### src/rtl/bba_pkg.sv
`timescale 1ns / 1ps
`default_nettype none

package bba_pkg;

	localparam int MAX_BLOCKS = 65536;
	localparam int WORD_BITS  = 32;
	localparam int MAP_WORDS  = (MAX_BLOCKS + WORD_BITS - 1) / WORD_BITS;
	localparam int ADDR_W     = $clog2(MAP_WORDS);
	localparam int BIT_W      = $clog2(WORD_BITS);

	localparam int KIND_W = 3;
	localparam int IDX_W  = 16;
	localparam int CNT_W  = 17;
	localparam int STS_W  = 2;
	localparam int CFG_W  = 17;

	localparam logic [CNT_W-1:0] MAX_BLOCKS_C = CNT_W'(MAX_BLOCKS);
	localparam logic [CNT_W-1:0] COUNT_MAX    = {CNT_W{1'b1}};

	localparam logic [KIND_W-1:0] KIND_ALLOC   = 3'd0;
	localparam logic [KIND_W-1:0] KIND_RELEASE = 3'd1;
	localparam logic [KIND_W-1:0] KIND_READ    = 3'd2;
	localparam logic [KIND_W-1:0] KIND_WRITE   = 3'd3;
	localparam logic [KIND_W-1:0] KIND_INIT    = 3'd4;

	localparam logic [STS_W-1:0] STS_OK           = 2'd0;
	localparam logic [STS_W-1:0] STS_NO_FREE      = 2'd1;
	localparam logic [STS_W-1:0] STS_RANGE        = 2'd2;
	localparam logic [STS_W-1:0] STS_ALREADY_FREE = 2'd3;

	localparam logic CFG_TOTAL    = 1'b0;
	localparam logic CFG_RESERVED = 1'b1;

	typedef enum logic [2:0] {
		ST_CLEAR,
		ST_IDLE,
		ST_SCAN,
		ST_RMW,
		ST_RESP
	} bba_state_t;

	typedef struct packed {
		logic [CNT_W-1:0] eff_total;
		logic [CNT_W-1:0] eff_reserved;
	} bba_cfg_t;

	typedef struct packed {
		logic                 we;
		logic [ADDR_W-1:0]    addr;
		logic [WORD_BITS-1:0] data;
	} bba_wr_t;

	// position of the first clear bit, counted from the msb
	function automatic logic [BIT_W-1:0] first_zero(input logic [WORD_BITS-1:0] word);
		logic [BIT_W-1:0] pos;
		pos = '0;
		for (int r = WORD_BITS - 1; r >= 0; r--) begin
			if (!word[WORD_BITS-1-r]) begin
				pos = BIT_W'(r);
			end
		end
		return pos;
	endfunction

	function automatic logic [WORD_BITS-1:0] bit_mask(input logic [BIT_W-1:0] r);
		return {1'b1, {(WORD_BITS-1){1'b0}}} >> r;
	endfunction

	// map word contents after init with resv leading blocks used
	function automatic logic [WORD_BITS-1:0] init_word(input logic [ADDR_W-1:0] w,
			input logic [CNT_W-1:0] resv);
		logic [CNT_W-BIT_W-1:0] resv_w;
		logic [CNT_W-BIT_W-1:0] w_ext;
		logic [WORD_BITS-1:0]   word;
		resv_w = resv[CNT_W-1:BIT_W];
		w_ext  = (CNT_W-BIT_W)'(w);
		if (w_ext < resv_w) begin
			word = {WORD_BITS{1'b1}};
		end else if (w_ext == resv_w) begin
			word = ~({WORD_BITS{1'b1}} >> resv[BIT_W-1:0]);
		end else begin
			word = '0;
		end
		return word;
	endfunction

endpackage

`default_nettype wire

### src/rtl/bba_if.sv
`timescale 1ns / 1ps
`default_nettype none

interface bba_req_if import bba_pkg::*; ();
	logic              valid;
	logic              ready;
	logic [KIND_W-1:0] kind;
	logic [IDX_W-1:0]  block_index;
	logic              new_bit;

	modport source (output valid, kind, block_index, new_bit, input ready);
	modport sink (input valid, kind, block_index, new_bit, output ready);
endinterface

interface bba_rsp_if import bba_pkg::*; ();
	logic             valid;
	logic             ready;
	logic [STS_W-1:0] status;
	logic [IDX_W-1:0] result_index;
	logic             bit_value;
	logic [CNT_W-1:0] free_count;

	modport source (output valid, status, result_index, bit_value, free_count, input ready);
	modport sink (input valid, status, result_index, bit_value, free_count, output ready);
endinterface

`default_nettype wire

### src/rtl/bba_ctrl.sv
`timescale 1ns / 1ps
`default_nettype none

module bba_ctrl import bba_pkg::*; (
	input  wire logic                 clk,
	input  wire logic                 arst_n,
	input  wire bba_cfg_t             cfg,
	bba_req_if.sink                   req,
	bba_rsp_if.source                 rsp,
	output bba_wr_t                   wr,
	output logic     [ADDR_W-1:0]     raddr,
	input  wire logic [WORD_BITS-1:0] rdata
);

	bba_state_t state_q, state_d;

	logic [CNT_W-1:0]  free_q;
	logic [ADDR_W-1:0] hint_q;
	logic [ADDR_W-1:0] scan_w_q;
	logic [ADDR_W-1:0] clr_q;
	logic              init_q;
	logic [CNT_W-1:0]  resv_pat_q;
	logic              out_valid_q;

	logic [KIND_W-1:0] kind_q;
	logic [IDX_W-1:0]  idx_q;
	logic              nb_q;
	logic [STS_W-1:0]  res_status_q;
	logic [IDX_W-1:0]  res_index_q;
	logic              res_bit_q;
	logic [STS_W-1:0]  out_status_q;
	logic [IDX_W-1:0]  out_index_q;
	logic              out_bit_q;
	logic [CNT_W-1:0]  out_free_q;

	logic              acc;
	logic              out_free;
	logic              req_range;
	logic              clr_last;
	logic              word_full;
	logic [BIT_W-1:0]  zero_pos;
	logic [IDX_W-1:0]  scan_n;
	logic              base_ge;
	logic              n_ge;
	logic              scan_last;
	logic              scan_hit;
	logic              scan_fail;
	logic [ADDR_W-1:0] idx_word;
	logic [WORD_BITS-1:0] idx_mask;
	logic              cur_bit;
	logic [ADDR_W-1:0] hint_min;

	assign acc       = req.valid && req.ready;
	assign out_free  = !out_valid_q || rsp.ready;
	assign req_range = {1'b0, req.block_index} >= cfg.eff_total;
	assign clr_last  = clr_q == ADDR_W'(MAP_WORDS - 1);

	assign word_full = &rdata;
	assign zero_pos  = first_zero(rdata);
	assign scan_n    = IDX_W'({scan_w_q, zero_pos});
	assign base_ge   = {{(CNT_W-ADDR_W-BIT_W){1'b0}}, scan_w_q, {BIT_W{1'b0}}} >= cfg.eff_total;
	assign n_ge      = {{(CNT_W-ADDR_W-BIT_W){1'b0}}, scan_w_q, zero_pos} >= cfg.eff_total;
	assign scan_last = scan_w_q == ADDR_W'(MAP_WORDS - 1);
	assign scan_hit  = !base_ge && !word_full && !n_ge;
	assign scan_fail = base_ge || (word_full && scan_last) || (!word_full && n_ge);

	assign idx_word = idx_q[BIT_W +: ADDR_W];
	assign idx_mask = bit_mask(idx_q[BIT_W-1:0]);
	assign cur_bit  = |(rdata & idx_mask);
	// words below the hint are known to be full
	assign hint_min = (idx_word < hint_q) ? idx_word : hint_q;

	always_comb begin
		state_d = state_q;
		unique case (state_q)
			ST_CLEAR: begin
				if (clr_last) begin
					state_d = init_q ? ST_RESP : ST_IDLE;
				end
			end
			ST_IDLE: begin
				if (acc) begin
					case (req.kind) inside
						KIND_ALLOC: state_d = (free_q == '0) ? ST_RESP : ST_SCAN;
						KIND_RELEASE, KIND_READ, KIND_WRITE: begin
							state_d = req_range ? ST_RESP : ST_RMW;
						end
						KIND_INIT: state_d = ST_CLEAR;
						default: state_d = ST_RESP;
					endcase
				end
			end
			ST_SCAN: begin
				if (scan_hit || scan_fail) begin
					state_d = ST_RESP;
				end
			end
			ST_RMW: state_d = ST_RESP;
			ST_RESP: begin
				if (out_free) begin
					state_d = ST_IDLE;
				end
			end
			default: state_d = ST_IDLE;
		endcase
	end

	always_comb begin
		req.ready = 1'b0;
		raddr     = hint_q;
		wr        = '0;
		unique case (state_q)
			ST_CLEAR: begin
				wr.we   = 1'b1;
				wr.addr = clr_q;
				wr.data = init_word(clr_q, resv_pat_q);
			end
			ST_IDLE: begin
				req.ready = 1'b1;
				raddr     = (req.kind == KIND_ALLOC) ? hint_q : req.block_index[BIT_W +: ADDR_W];
			end
			ST_SCAN: begin
				raddr   = scan_w_q + ADDR_W'(1);
				wr.we   = scan_hit;
				wr.addr = scan_w_q;
				wr.data = rdata | bit_mask(zero_pos);
			end
			ST_RMW: begin
				wr.addr = idx_word;
				case (kind_q)
					KIND_RELEASE: begin
						wr.we   = cur_bit;
						wr.data = rdata & ~idx_mask;
					end
					KIND_WRITE: begin
						wr.we   = 1'b1;
						wr.data = nb_q ? (rdata | idx_mask) : (rdata & ~idx_mask);
					end
					default: wr.we = 1'b0;
				endcase
			end
			ST_RESP: ;
			default: ;
		endcase
	end

	always_ff @(posedge clk or negedge arst_n) begin
		if (!arst_n) begin
			state_q     <= ST_CLEAR;
			free_q      <= '0;
			hint_q      <= '0;
			scan_w_q    <= '0;
			clr_q       <= '0;
			init_q      <= 1'b0;
			resv_pat_q  <= '0;
			out_valid_q <= 1'b0;
		end else begin
			state_q <= state_d;
			unique case (state_q)
				ST_CLEAR: begin
					clr_q <= clr_q + ADDR_W'(1);
					if (clr_last) begin
						init_q <= 1'b0;
					end
				end
				ST_IDLE: begin
					scan_w_q <= hint_q;
					if (acc && req.kind == KIND_INIT) begin
						free_q     <= cfg.eff_total - cfg.eff_reserved;
						resv_pat_q <= cfg.eff_reserved;
						init_q     <= 1'b1;
						clr_q      <= '0;
						hint_q     <= '0;
					end
				end
				ST_SCAN: begin
					scan_w_q <= scan_w_q + ADDR_W'(1);
					if (scan_hit) begin
						free_q <= free_q - CNT_W'(1);
						hint_q <= scan_w_q;
					end
				end
				ST_RMW: begin
					if (kind_q == KIND_RELEASE && cur_bit) begin
						if (free_q != COUNT_MAX) begin
							free_q <= free_q + CNT_W'(1);
						end
						hint_q <= hint_min;
					end else if (kind_q == KIND_WRITE && !nb_q) begin
						hint_q <= hint_min;
					end
				end
				ST_RESP: ;
				default: ;
			endcase
			if (state_q == ST_RESP && out_free) begin
				out_valid_q <= 1'b1;
			end else if (rsp.ready) begin
				out_valid_q <= 1'b0;
			end
		end
	end

	always_ff @(posedge clk) begin
		if (acc) begin
			kind_q    <= req.kind;
			idx_q     <= req.block_index;
			nb_q      <= req.new_bit;
			res_bit_q <= 1'b0;
			case (req.kind) inside
				KIND_ALLOC: begin
					res_status_q <= STS_NO_FREE;
					res_index_q  <= '0;
				end
				KIND_RELEASE, KIND_READ, KIND_WRITE: begin
					res_status_q <= req_range ? STS_RANGE : STS_OK;
					res_index_q  <= req.block_index;
				end
				KIND_INIT: begin
					res_status_q <= STS_OK;
					res_index_q  <= '0;
				end
				default: begin
					res_status_q <= STS_OK;
					res_index_q  <= req.block_index;
				end
			endcase
		end
		if (state_q == ST_SCAN && scan_hit) begin
			res_status_q <= STS_OK;
			res_index_q  <= scan_n;
			res_bit_q    <= 1'b1;
		end
		if (state_q == ST_RMW) begin
			case (kind_q)
				KIND_RELEASE: res_status_q <= cur_bit ? STS_OK : STS_ALREADY_FREE;
				KIND_READ: res_bit_q <= cur_bit;
				KIND_WRITE: res_bit_q <= nb_q;
				default: ;
			endcase
		end
		if (state_q == ST_RESP && out_free) begin
			out_status_q <= res_status_q;
			out_index_q  <= res_index_q;
			out_bit_q    <= res_bit_q;
			out_free_q   <= free_q;
		end
	end

	assign rsp.valid        = out_valid_q;
	assign rsp.status       = out_status_q;
	assign rsp.result_index = out_index_q;
	assign rsp.bit_value    = out_bit_q;
	assign rsp.free_count   = out_free_q;

`ifndef SYNTH
	a_no_write_idle: assert property (@(posedge clk) disable iff (!arst_n)
		(state_q == ST_IDLE || state_q == ST_RESP) |-> !wr.we)
		else $error("map written outside an operation");

	a_alloc_count: assert property (@(posedge clk) disable iff (!arst_n)
		(state_q == ST_SCAN && wr.we) |=> free_q == $past(free_q) - CNT_W'(1))
		else $error("allocate did not take one free block");

	a_out_from_resp: assert property (@(posedge clk) disable iff (!arst_n)
		$rose(out_valid_q) |-> $past(state_q) == ST_RESP)
		else $error("result shown without a finished request");

	a_nofree_bit: assert property (@(posedge clk) disable iff (!arst_n)
		(out_valid_q && out_status_q == STS_NO_FREE) |-> !out_bit_q)
		else $error("failed allocate reports a used bit");
`endif

endmodule

`default_nettype wire

### src/flat_wrapper.sv
// flat-port wrapper written by rule: the top's interface ports become plain ports
module bba_ctrl_flat import bba_pkg::*;
  (clk, arst_n, cfg, wr, raddr, rdata, req_valid, req_kind, req_block_index, req_new_bit, req_ready, rsp_valid, rsp_status, rsp_result_index, rsp_bit_value, rsp_free_count, rsp_ready);
  bba_req_if req_i ();
  bba_rsp_if rsp_i ();
  input  wire logic clk;
  input  wire logic arst_n;
  input  wire bba_cfg_t cfg;
  output bba_wr_t wr;
  output logic     [ADDR_W-1:0] raddr;
  input  wire logic [WORD_BITS-1:0] rdata;
  input wire logic [$bits(req_i.valid)-1:0] req_valid;
  input wire logic [$bits(req_i.kind)-1:0] req_kind;
  input wire logic [$bits(req_i.block_index)-1:0] req_block_index;
  input wire logic [$bits(req_i.new_bit)-1:0] req_new_bit;
  output wire logic [$bits(req_i.ready)-1:0] req_ready;
  output wire logic [$bits(rsp_i.valid)-1:0] rsp_valid;
  output wire logic [$bits(rsp_i.status)-1:0] rsp_status;
  output wire logic [$bits(rsp_i.result_index)-1:0] rsp_result_index;
  output wire logic [$bits(rsp_i.bit_value)-1:0] rsp_bit_value;
  output wire logic [$bits(rsp_i.free_count)-1:0] rsp_free_count;
  input wire logic [$bits(rsp_i.ready)-1:0] rsp_ready;
  assign req_i.valid = req_valid;
  assign req_i.kind = req_kind;
  assign req_i.block_index = req_block_index;
  assign req_i.new_bit = req_new_bit;
  assign req_ready = req_i.ready;
  assign rsp_valid = rsp_i.valid;
  assign rsp_status = rsp_i.status;
  assign rsp_result_index = rsp_i.result_index;
  assign rsp_bit_value = rsp_i.bit_value;
  assign rsp_free_count = rsp_i.free_count;
  assign rsp_i.ready = rsp_ready;
  bba_ctrl u_core (.clk(clk), .arst_n(arst_n), .cfg(cfg), .req(req_i), .rsp(rsp_i), .wr(wr), .raddr(raddr), .rdata(rdata));
endmodule
### config.mk
export PLATFORM = sky130hd
export DESIGN_NAME = bba_ctrl_flat
export DESIGN_NICKNAME = d
export VERILOG_FILES = /design/src/rtl/bba_pkg.sv /design/src/rtl/bba_if.sv /design/src/rtl/bba_ctrl.sv /design/src/flat_wrapper.sv
export SDC_FILE = /design/constraint.sdc
export NUM_CORES = 1
export LEC_CHECK = 0
export BUFFER_PORTS_ARGS = -buffer_cell sky130_fd_sc_hd__buf_2
export CELL_PAD_IN_SITES_DETAIL_PLACEMENT = 1
export CELL_PAD_IN_SITES_GLOBAL_PLACEMENT = 1
export CORE_MARGIN = 1
export CORE_UTILIZATION = 40
export DETAILED_ROUTE_END_ITERATION = 6
export PLACE_DENSITY = 0.77
export SYNTH_ARGS = -nofsm -noshare
export SYNTH_HDL_FRONTEND = slang
export SYNTH_SLANG_ARGS = --single-unit
### constraint.sdc
create_clock -name clk -period 4.9 [get_ports clk]
set_input_delay 0.245 -clock clk [delete_from_list [all_inputs] [get_ports clk]]
set_output_delay 0.245 -clock clk [all_outputs]
set_load 0.02 [all_outputs]
==> results of run 1 <==
[cells in the mapped netlist (all sizes together) (5+ instances only)]
cell    count
nor3b       9
o22a        5
a21o       18
nor2b      13
nor3       31
a22o        5
mux2i      17
buf        21
a211o       8
nor2      115
a21oi      77
edfxtp     72
and2        5
xnor2      20
o31ai      19
mux2       10
a21boi      5
xor2       21
o211ai     21
o311ai      7
or2         7
nand2     180
nand3      41
clkbuf     50
a31oi      15
a211oi     15
nand2b     17
dfrtp      72
ha         86
o21a       10
o41ai       5
or3         6
a22oi      44
and3       12
inv        83
o21ai     139
nor4       10
nand4      25
o22ai       7
[critical path, cell delays in order (launching register included)]
cell and delay (ns):
sky130_fd_sc_hd__dfrtp_1 0.37, sky130_fd_sc_hd__buf_4 0.21, sky130_fd_sc_hd__or3_1 0.53, sky130_fd_sc_hd__nor3_1 0.63
sky130_fd_sc_hd__and3_1 0.54, sky130_fd_sc_hd__and3_1 0.32, sky130_fd_sc_hd__o21ai_0 0.13, sky130_fd_sc_hd__and3_1 0.20
sky130_fd_sc_hd__o31ai_1 0.06, sky130_fd_sc_hd__buf_2 0.22
[cell type report]
cell class | instances | area (µm²)
diodes | 2 | 5.005
flip-flops and latches | 147 | 4024
repair buffers | 206 | 1096
fillers | 3446 | 14600
well taps | 378 | 473.0
inverters | 83 | 311.5
clock buffers | 17 | 425.4
clock inverters | 14 | 186.4
multi-input cells | 1078 | 6887
[cells by family after synthesis]
| kind of cell | count (synthesis) | share of synthesized area, % |
|---|---|---|
| xor+xnor | 41 | 3.122 |
| compound gates | 434 | 24.32 |
| flops | 147 | 34.98 |
| fa+ha+maj | 88 | 9.702 |
| buf+inv | 154 | 5.340 |
| simple gates | 488 | 20.08 |
| mux | 27 | 2.458 |
[what timing repair did]
| item | in CTS | in global routing |
|---|---|---|
| endpoints found under the setup margin | 0 | 0 |
| hold buffers | 2 | 0 |
| hold endpoints to repair | 17 | 0 |
[power by group through the flow]
stage	registers, W	logic, W	clock network, W
global placement	0.00228	0.00391	0
detailed placement	0.00230	0.00401	0
finish	0.00229	0.00410	0.00140
CTS	0.00228	0.00406	0.00141
floorplan	0.00216	0.00266	0
global route	0.00234	0.00444	0.00145
[routing by layer]
metal | track usage (%) | vias up | share of wire [%]
met5 | 0 | - | 0
met2 | 52.14 | 505 | 46
met1 | 42.84 | 5826 | 43
met4 | 16.96 | 0 | 4.8
li1 | - | 5389 | -
met3 | 4.188 | 107 | 6.5
[through the flow]
step,hold slack (ns),cells,power [W],instance area (µm²)
2_1_floorplan,-0.05059,1379,0.004823,11500
3_3_place_gp,0.2311,1890,0.006191,12770
3_5_place_dp,0.2294,1890,0.006304,12770
4_1_cts,0.01731,1923,0.007748,13400
5_1_grt,0.03669,1924,0.008230,13410
6_report,0.02494,1925,0.007793,13410
[sequential cells by signal, summed over array words and instances, names as in the netlist, 2 cells and up]
name,flops
u_core.rsp.result_index,16
u_core.free_q,17
u_core.idx_q,16
u_core.res_index_q,16
u_core.state_q,3
u_core.resv_pat_q,17
u_core.rsp.status,2
u_core.res_status_q,2
u_core.clr_q,11
u_core.kind_q,3
u_core.hint_q,11
u_core.rsp.free_count,17
u_core.scan_w_q,11
[worst max-delay path by stage]
stage | slack, ns | to | from | depth (start not counted)
after floorplan | 1.08 | u_core.free_q[16] | u_core.state_q[2] | 15
after global placement | 0.95 | u_core.free_q[16] | rdata[0] | 20
after detailed placement | 0.81 | u_core.free_q[16] | rdata[0] | 20
after CTS | 1.09 | wr[3] | u_core.state_q[2] | 9
after global routing | 0.79 | wr[29] | u_core.clr_q[9] | 11
final | 1.00 | wr[3] | u_core.state_q[2] | 9
==> summary.txt, run 1 <==
Routing
  • Antenna Violating Nets Remaining: 0
  • Vias per Instance: between 6 and 7
  • Iteration count of the initial detailed-routing pass: 5
  • Aggregate routed wire length: 47,180 µm
  • DRC marker count from the first detailed-route iteration: 1,012
  • Vias: around 12k
  • Number of remaining DRC errors: 0
  • Post-DR wirelength/cell: between 20 and 25 µm

Critical path
  • FF-to-FF End: u_core.free_q[0]
  • Critical path arrival: around 3.7 ns
  • Element type at the critical path start: register
  • Element type at the critical path end: output pin
  • Largest fanout on the critical path: 20
  • Required arrival time at the worst endpoint: between 4 and 5 ns
  • Internal reg-to-reg setup slack: between 1 and 1.5 ns
  • Critical setup path kind: register to output pin
  • Reg2Reg Depth: 11
  • RR Startpoint: u_core.idx_q[4]

Min path
  • Hold Crit Depth: 3
  • Worst hold-check path type: primary input to register
  • Worst Min Path Start: cfg[6]
  • Hold worst-path end: u_core.resv_pat_q[6]

Finish
  • Fraction of final layout cells with drive strength greater than 1: between 10% and 20%
  • Most frequent standard cell in the layout excluding fill and tap cells: sky130_fd_sc_hd__buf_2
  • Final standard cell utilization of the core: 47.87%
  • Area Overhead vs Synth: 16.55%
  • Commonest non-fill, non-tap cells in the layout: 182 x sky130_fd_sc_hd__buf_2, 178 x sky130_fd_sc_hd__nand2_1, 134 x sky130_fd_sc_hd__o21ai_0
  • Final net count: approximately 1.7k

Status
  • Result of the run: finished clean

Clock network
  • Cell at the root of the clock tree: sky130_fd_sc_hd__clkbuf_16
  • Total clock buffers created by CTS: 17
  • CTS Buffer Depth: 2
  • H-tree Lvls: 4
  • PostCTS Resize Cnt: 0
  • Number of clock sinks: ~150
  • Clock tree from TritonCTS: built
  • Clock slew at the register clock pins of the worst setup and hold paths: roughly 0.070 ns
  • Clock Latency Late Sink: 0.44 ns
  • Post CTS Setup Buffer Count: 0

Die
  • DIE HEIGHT: 171.6 µm
  • Core area: between 0.02 and 0.03 mm²
  • Standard-cell row count: between 60 and 70
  • Number of top-level design ports: around 180
  • Area of the die: approximately 0.029 mm²
  • Chip Width: roughly 170 µm
  • Initial cell density of the core: approximately 40%

Power
  • Fraction of power spent switching nets: a little under half
  • Logic gate share of total power: between 50% and 60%
  • Pleak: 5.730 nW
  • Pwr Density: about 580 mW/mm²
  • Switch Pwr: between 0.003 and 0.004 W
  • Share of power burned in registers: between 20 and 30%
  • Clock group share of total power: between 10% and 20%
  • Worst vdd rail ir drop: roughly 0.00032 V
  • Cell internal power dissipation: 0.004058 W

Placement
  • Post-Place Worst Slack: between 0.8 and 0.9 ns
  • Detailed Place HPWL: 35,810 µm
  • Placer Congestion: between 1 and 1.5
  • Port Buffer Count: 182

Yosys
  • Asr flop ratio synth: approximately half
  • Sequential-to-total area share from yosys stat: between 30% and 40%
  • Synthesized net count: roughly 1.6k
  • Synth Area per Inst: 8.342 µm²
  • Post-Syn Instances: ~1.4k
  • Yosys top cell area share: 18.79%
  • Number of different library cells in the post-synthesis netlist: 80
  • Yosys Warn Count: 0
  • Largest area contributor in the netlist: sky130_fd_sc_hd__edfxtp_1
  • Post-synth top flop: sky130_fd_sc_hd__edfxtp_1
  • Flop and latch count out of synthesis: between 100 and 150
  • Count of flip-flops with a built-in enable after synthesis: just over 70
  • Post-Syn Area: roughly 0.012 mm²
  • Largest cells by area after synthesis: sky130_fd_sc_hd__edfxtp_1 19%, sky130_fd_sc_hd__dfrtp_1 16%, sky130_fd_sc_hd__ha_1 9.4%

STA
  • Clock period minus final worst setup slack: a little under 4 ns
  • Peak clock frequency supported by timing: 0.2565 GHz
  • Final count of pins violating max slew: 0
  • Setup_tns: 0 ns
  • Final number of hold-violating endpoints: 0
  • Setup repair after global routing missed its margin: false
  • Worst Tran Pin Value: about 1.3 ns
  • Final setup skew: approximately 0.012 ns
  • Relative max-transition margin: 13.83%
  • Final setup violation count: 0
  • Final setup margin: around 1 ns
  • Post-route clock period utilization: around 80%

Job
  • Maximum Capacitance Violations: 0

GRT
  • Aggregate global-route resource usage: between 30 and 40%
  • Number of antenna violations at the first check in global routing: 2
  • Number of global-route vias before repair: ~12k
  • First-pass GRT wire length: about 71,000 µm
  • Pin count of the biggest net entering global routing: 57
  • Leftover overflow at the end of global routing: 0
(Power assumes the default switching activity.)
==> inputs of run 2 (changes only) <==
clock period = 3.8 ns   (was 4.9 ns; I/O delays follow)
==> summary.txt, run 2 (synthesis gave the netlist of run 1 again) <==
Status
  • Result of the run: finished clean

GRT
  • Aggregate global-route resource usage: 33.16% (+0.61 points)
  • Number of antenna violations at the first check in global routing: 2 (unchanged)
  • First-pass GRT wire length: 72,510 µm (+2.3%)
  • Number of global-route vias before repair: 11.91k (+0.42%)
  • Leftover overflow at the end of global routing: 0 (unchanged)
  • Pin count of the biggest net entering global routing: 51 (-11%)

STA
  • Setup repair after global routing missed its margin: false
  • Relative max-transition margin: 29.99% (+16 points)
  • Final number of hold-violating endpoints: 0 (unchanged)
  • Final setup violation count: 0 (unchanged)
  • Final setup margin: 0.1491 ns (-0.8530 ns)
  • Worst Tran Pin Value: 1.050 ns (-0.2376 ns)
  • Post-route clock period utilization: between 90% and 100%
  • Clock period minus final worst setup slack: 3.651 ns
  • Final count of pins violating max slew: 0 (unchanged)
  • Peak clock frequency supported by timing: about 0.27 GHz
  • Final setup skew: 0.01499 ns (+0.002491 ns)

Routing
  • Antenna Violating Nets Remaining: 0 (unchanged)
  • Vias: 12.02k (+1.7%)
  • Number of remaining DRC errors: 0 (unchanged)
  • Post-DR wirelength/cell: 24.29 µm (-0.90%)
  • Iteration count of the initial detailed-routing pass: 5 (unchanged)
  • Vias per Instance: 6.115 (-0.46%)
  • Aggregate routed wire length: 47,760 µm (+1.2%)
  • DRC marker count from the first detailed-route iteration: 875 (-14%)

Clock network
  • Post CTS Setup Buffer Count: 0 (unchanged)
  • Clock tree from TritonCTS: built
  • H-tree Lvls: 4 (unchanged)
  • Number of clock sinks: 147 (unchanged)
  • Cell at the root of the clock tree: sky130_fd_sc_hd__clkbuf_16
  • Clock slew at the register clock pins of the worst setup and hold paths: 0.07 ns (about the same)
  • Total clock buffers created by CTS: 17 (unchanged)
  • CTS Buffer Depth: 2 (unchanged)
  • Clock Latency Late Sink: 0.44 ns (about the same)

Power
  • Pwr Density: 736.3 mW/mm² (+27%)
  • Pleak: 5.919 nW (+3.3%)
  • Worst vdd rail ir drop: 0.0003563 V (+12%)
  • Power Total: 0.01015 W (+30%)

Die
  • DIE HEIGHT: 171.6 µm (unchanged)
  • Initial cell density of the core: 41.07% (unchanged)
  • Area of the die: 0.02944 mm² (unchanged)
  • Chip Width: 171.6 µm (unchanged)
  • Core area: 0.02801 mm² (unchanged)
  • Standard-cell row count: 61 (unchanged)
  • Number of top-level design ports: 183 (unchanged)

Finish
  • Filler Cells Inserted: 3,429 (-0.49%)
  • Post-Layout Inst Area: 0.01378 mm² (+2.8%)
  • Final net count: 1,751 (+2.3%)
  • Most frequent standard cell in the layout excluding fill and tap cells: sky130_fd_sc_hd__buf_2
  • Register area: 0.004024 mm² (unchanged)
  • Area Overhead vs Synth: 19.83%
  • Fraction of final layout cells with drive strength greater than 1: 18.41% (+1.1 points)
  • Area of the multi-input gates: 0.006892 mm² (about the same)
  • Commonest non-fill, non-tap cells in the layout: 182 x sky130_fd_sc_hd__buf_2, 178 x sky130_fd_sc_hd__nand2_1, 134 x sky130_fd_sc_hd__o21ai_0

Critical path
  • Critical path arrival: 3.46 ns (-0.19 ns)
  • Largest fanout on the critical path: 14 (-30%)
  • Critical setup path kind: register to output pin
  • Required arrival time at the worst endpoint: 3.61 ns (-1.05 ns)
  • Element type at the critical path end: output pin
  • Element type at the critical path start: register

Min path
  • Worst hold-check path type: primary input to register

Placement
  • Post-Place Worst Slack: -0.001452 ns (-0.8109 ns)
  • Placer Congestion: 0.9770 (-3.0%)
  • Detailed Place HPWL: 36,370 µm (+1.6%)
  • Cell area reported after detailed placement: 0.01297 mm² (+1.5%)
  • Port Buffer Count: 182 (unchanged)

Job
  • Maximum Capacitance Violations: 0 (unchanged)
## run 2: changes by cell type in the layout (fill, tap and decap cells not counted), sizes merged
cell         previous run  this run
dlygate4sd3             2        19
clkinv                  5         3
buf                   204       227
clkbuf                 17        19
clkinvlp                3         4
## run 2: repair_timing
action                                 4_1_cts  5_1_grt
endpoints found under the hold margin       57        0
hold buffers                                19        0
gates resized for setup                      0        2
setup endpoints to repair                    0        2
## run 2: through the flow
| step | hold slack (ns) | setup TNS, ns | utilization, % | instances |
|---|---|---|---|---|
| after global placement | 0.3803 | 0 | 46.30 | 1913 |
| after detailed placement | 0.3796 | -0.001452 | 46.30 | 1913 |
| after global routing | 0.01044 | 0 | 49.21 | 1966 |
| after CTS | 0.002462 | 0 | 49.18 | 1964 |
| final | 0.01383 | 0 | 49.21 | 1966 |
| after floorplan | -0.1056 | 0 | - | 1379 |
## run 2: worst max-delay path, cell delays in order, from the launching register on
cell	delay [ns]
sky130_fd_sc_hd__dfrtp_1	0.45
sky130_fd_sc_hd__ha_1	0.32
sky130_fd_sc_hd__nor2b_1	0.15
sky130_fd_sc_hd__o21a_1	0.16
sky130_fd_sc_hd__o21a_1	0.15
sky130_fd_sc_hd__o21ai_0	0.21
sky130_fd_sc_hd__nand2b_1	0.09
sky130_fd_sc_hd__a21o_1	0.22
sky130_fd_sc_hd__a311oi_2	0.26
sky130_fd_sc_hd__buf_4	0.28
sky130_fd_sc_hd__nor2_1	0.08
sky130_fd_sc_hd__buf_4	0.18
sky130_fd_sc_hd__o311ai_0	0.17
sky130_fd_sc_hd__buf_2	0.28
## run 2: final timing paths
kind	to	slack, ns	depth (start not counted)	from
setup reg to reg	u_core.free_q[16]	0.25	13	u_core.state_q[2]
max in group asynchronous	u_core.free_q[3]	2.46	3	arst_n
min in group asynchronous	u_core.hint_q[5]	0.47	2	arst_n
hold / removal	u_core.idx_q[5]	0.01	1	req_block_index[5]
setup / recovery	wr[23]	0.15	13	u_core.clr_q[1]
hold reg to reg	u_core.rsp.result_index[15]	0.42	0	u_core.res_index_q[15]
## run 2: final cells by class
type                            count  share of cell area, %
Clock buffer                       19                  3.141
Sequential cell                   147                  29.19
Inverter                           83                  2.260
Tap cell                          378                  3.431
Timing Repair Buffer              246                  10.62
Antenna cell                        2                0.03631
Clock inverter                     13                  1.325
Multi-Input combinational cell   1078                  50.00
## run 2: power breakdown
part / switching [W] / internal [W]
clock: 0.000724 / 0.00110
combinational: 0.00348 / 0.00193
sequential: 0.000628 / 0.00229
## run 2: routing by layer
metal | global-route usage, % | wire [µm]
met2 | 53.76 | 22350
met4 | 15.02 | 1806
met3 | 3.935 | 3028
met1 | 44.19 | 20570
met5 | 0 | 0
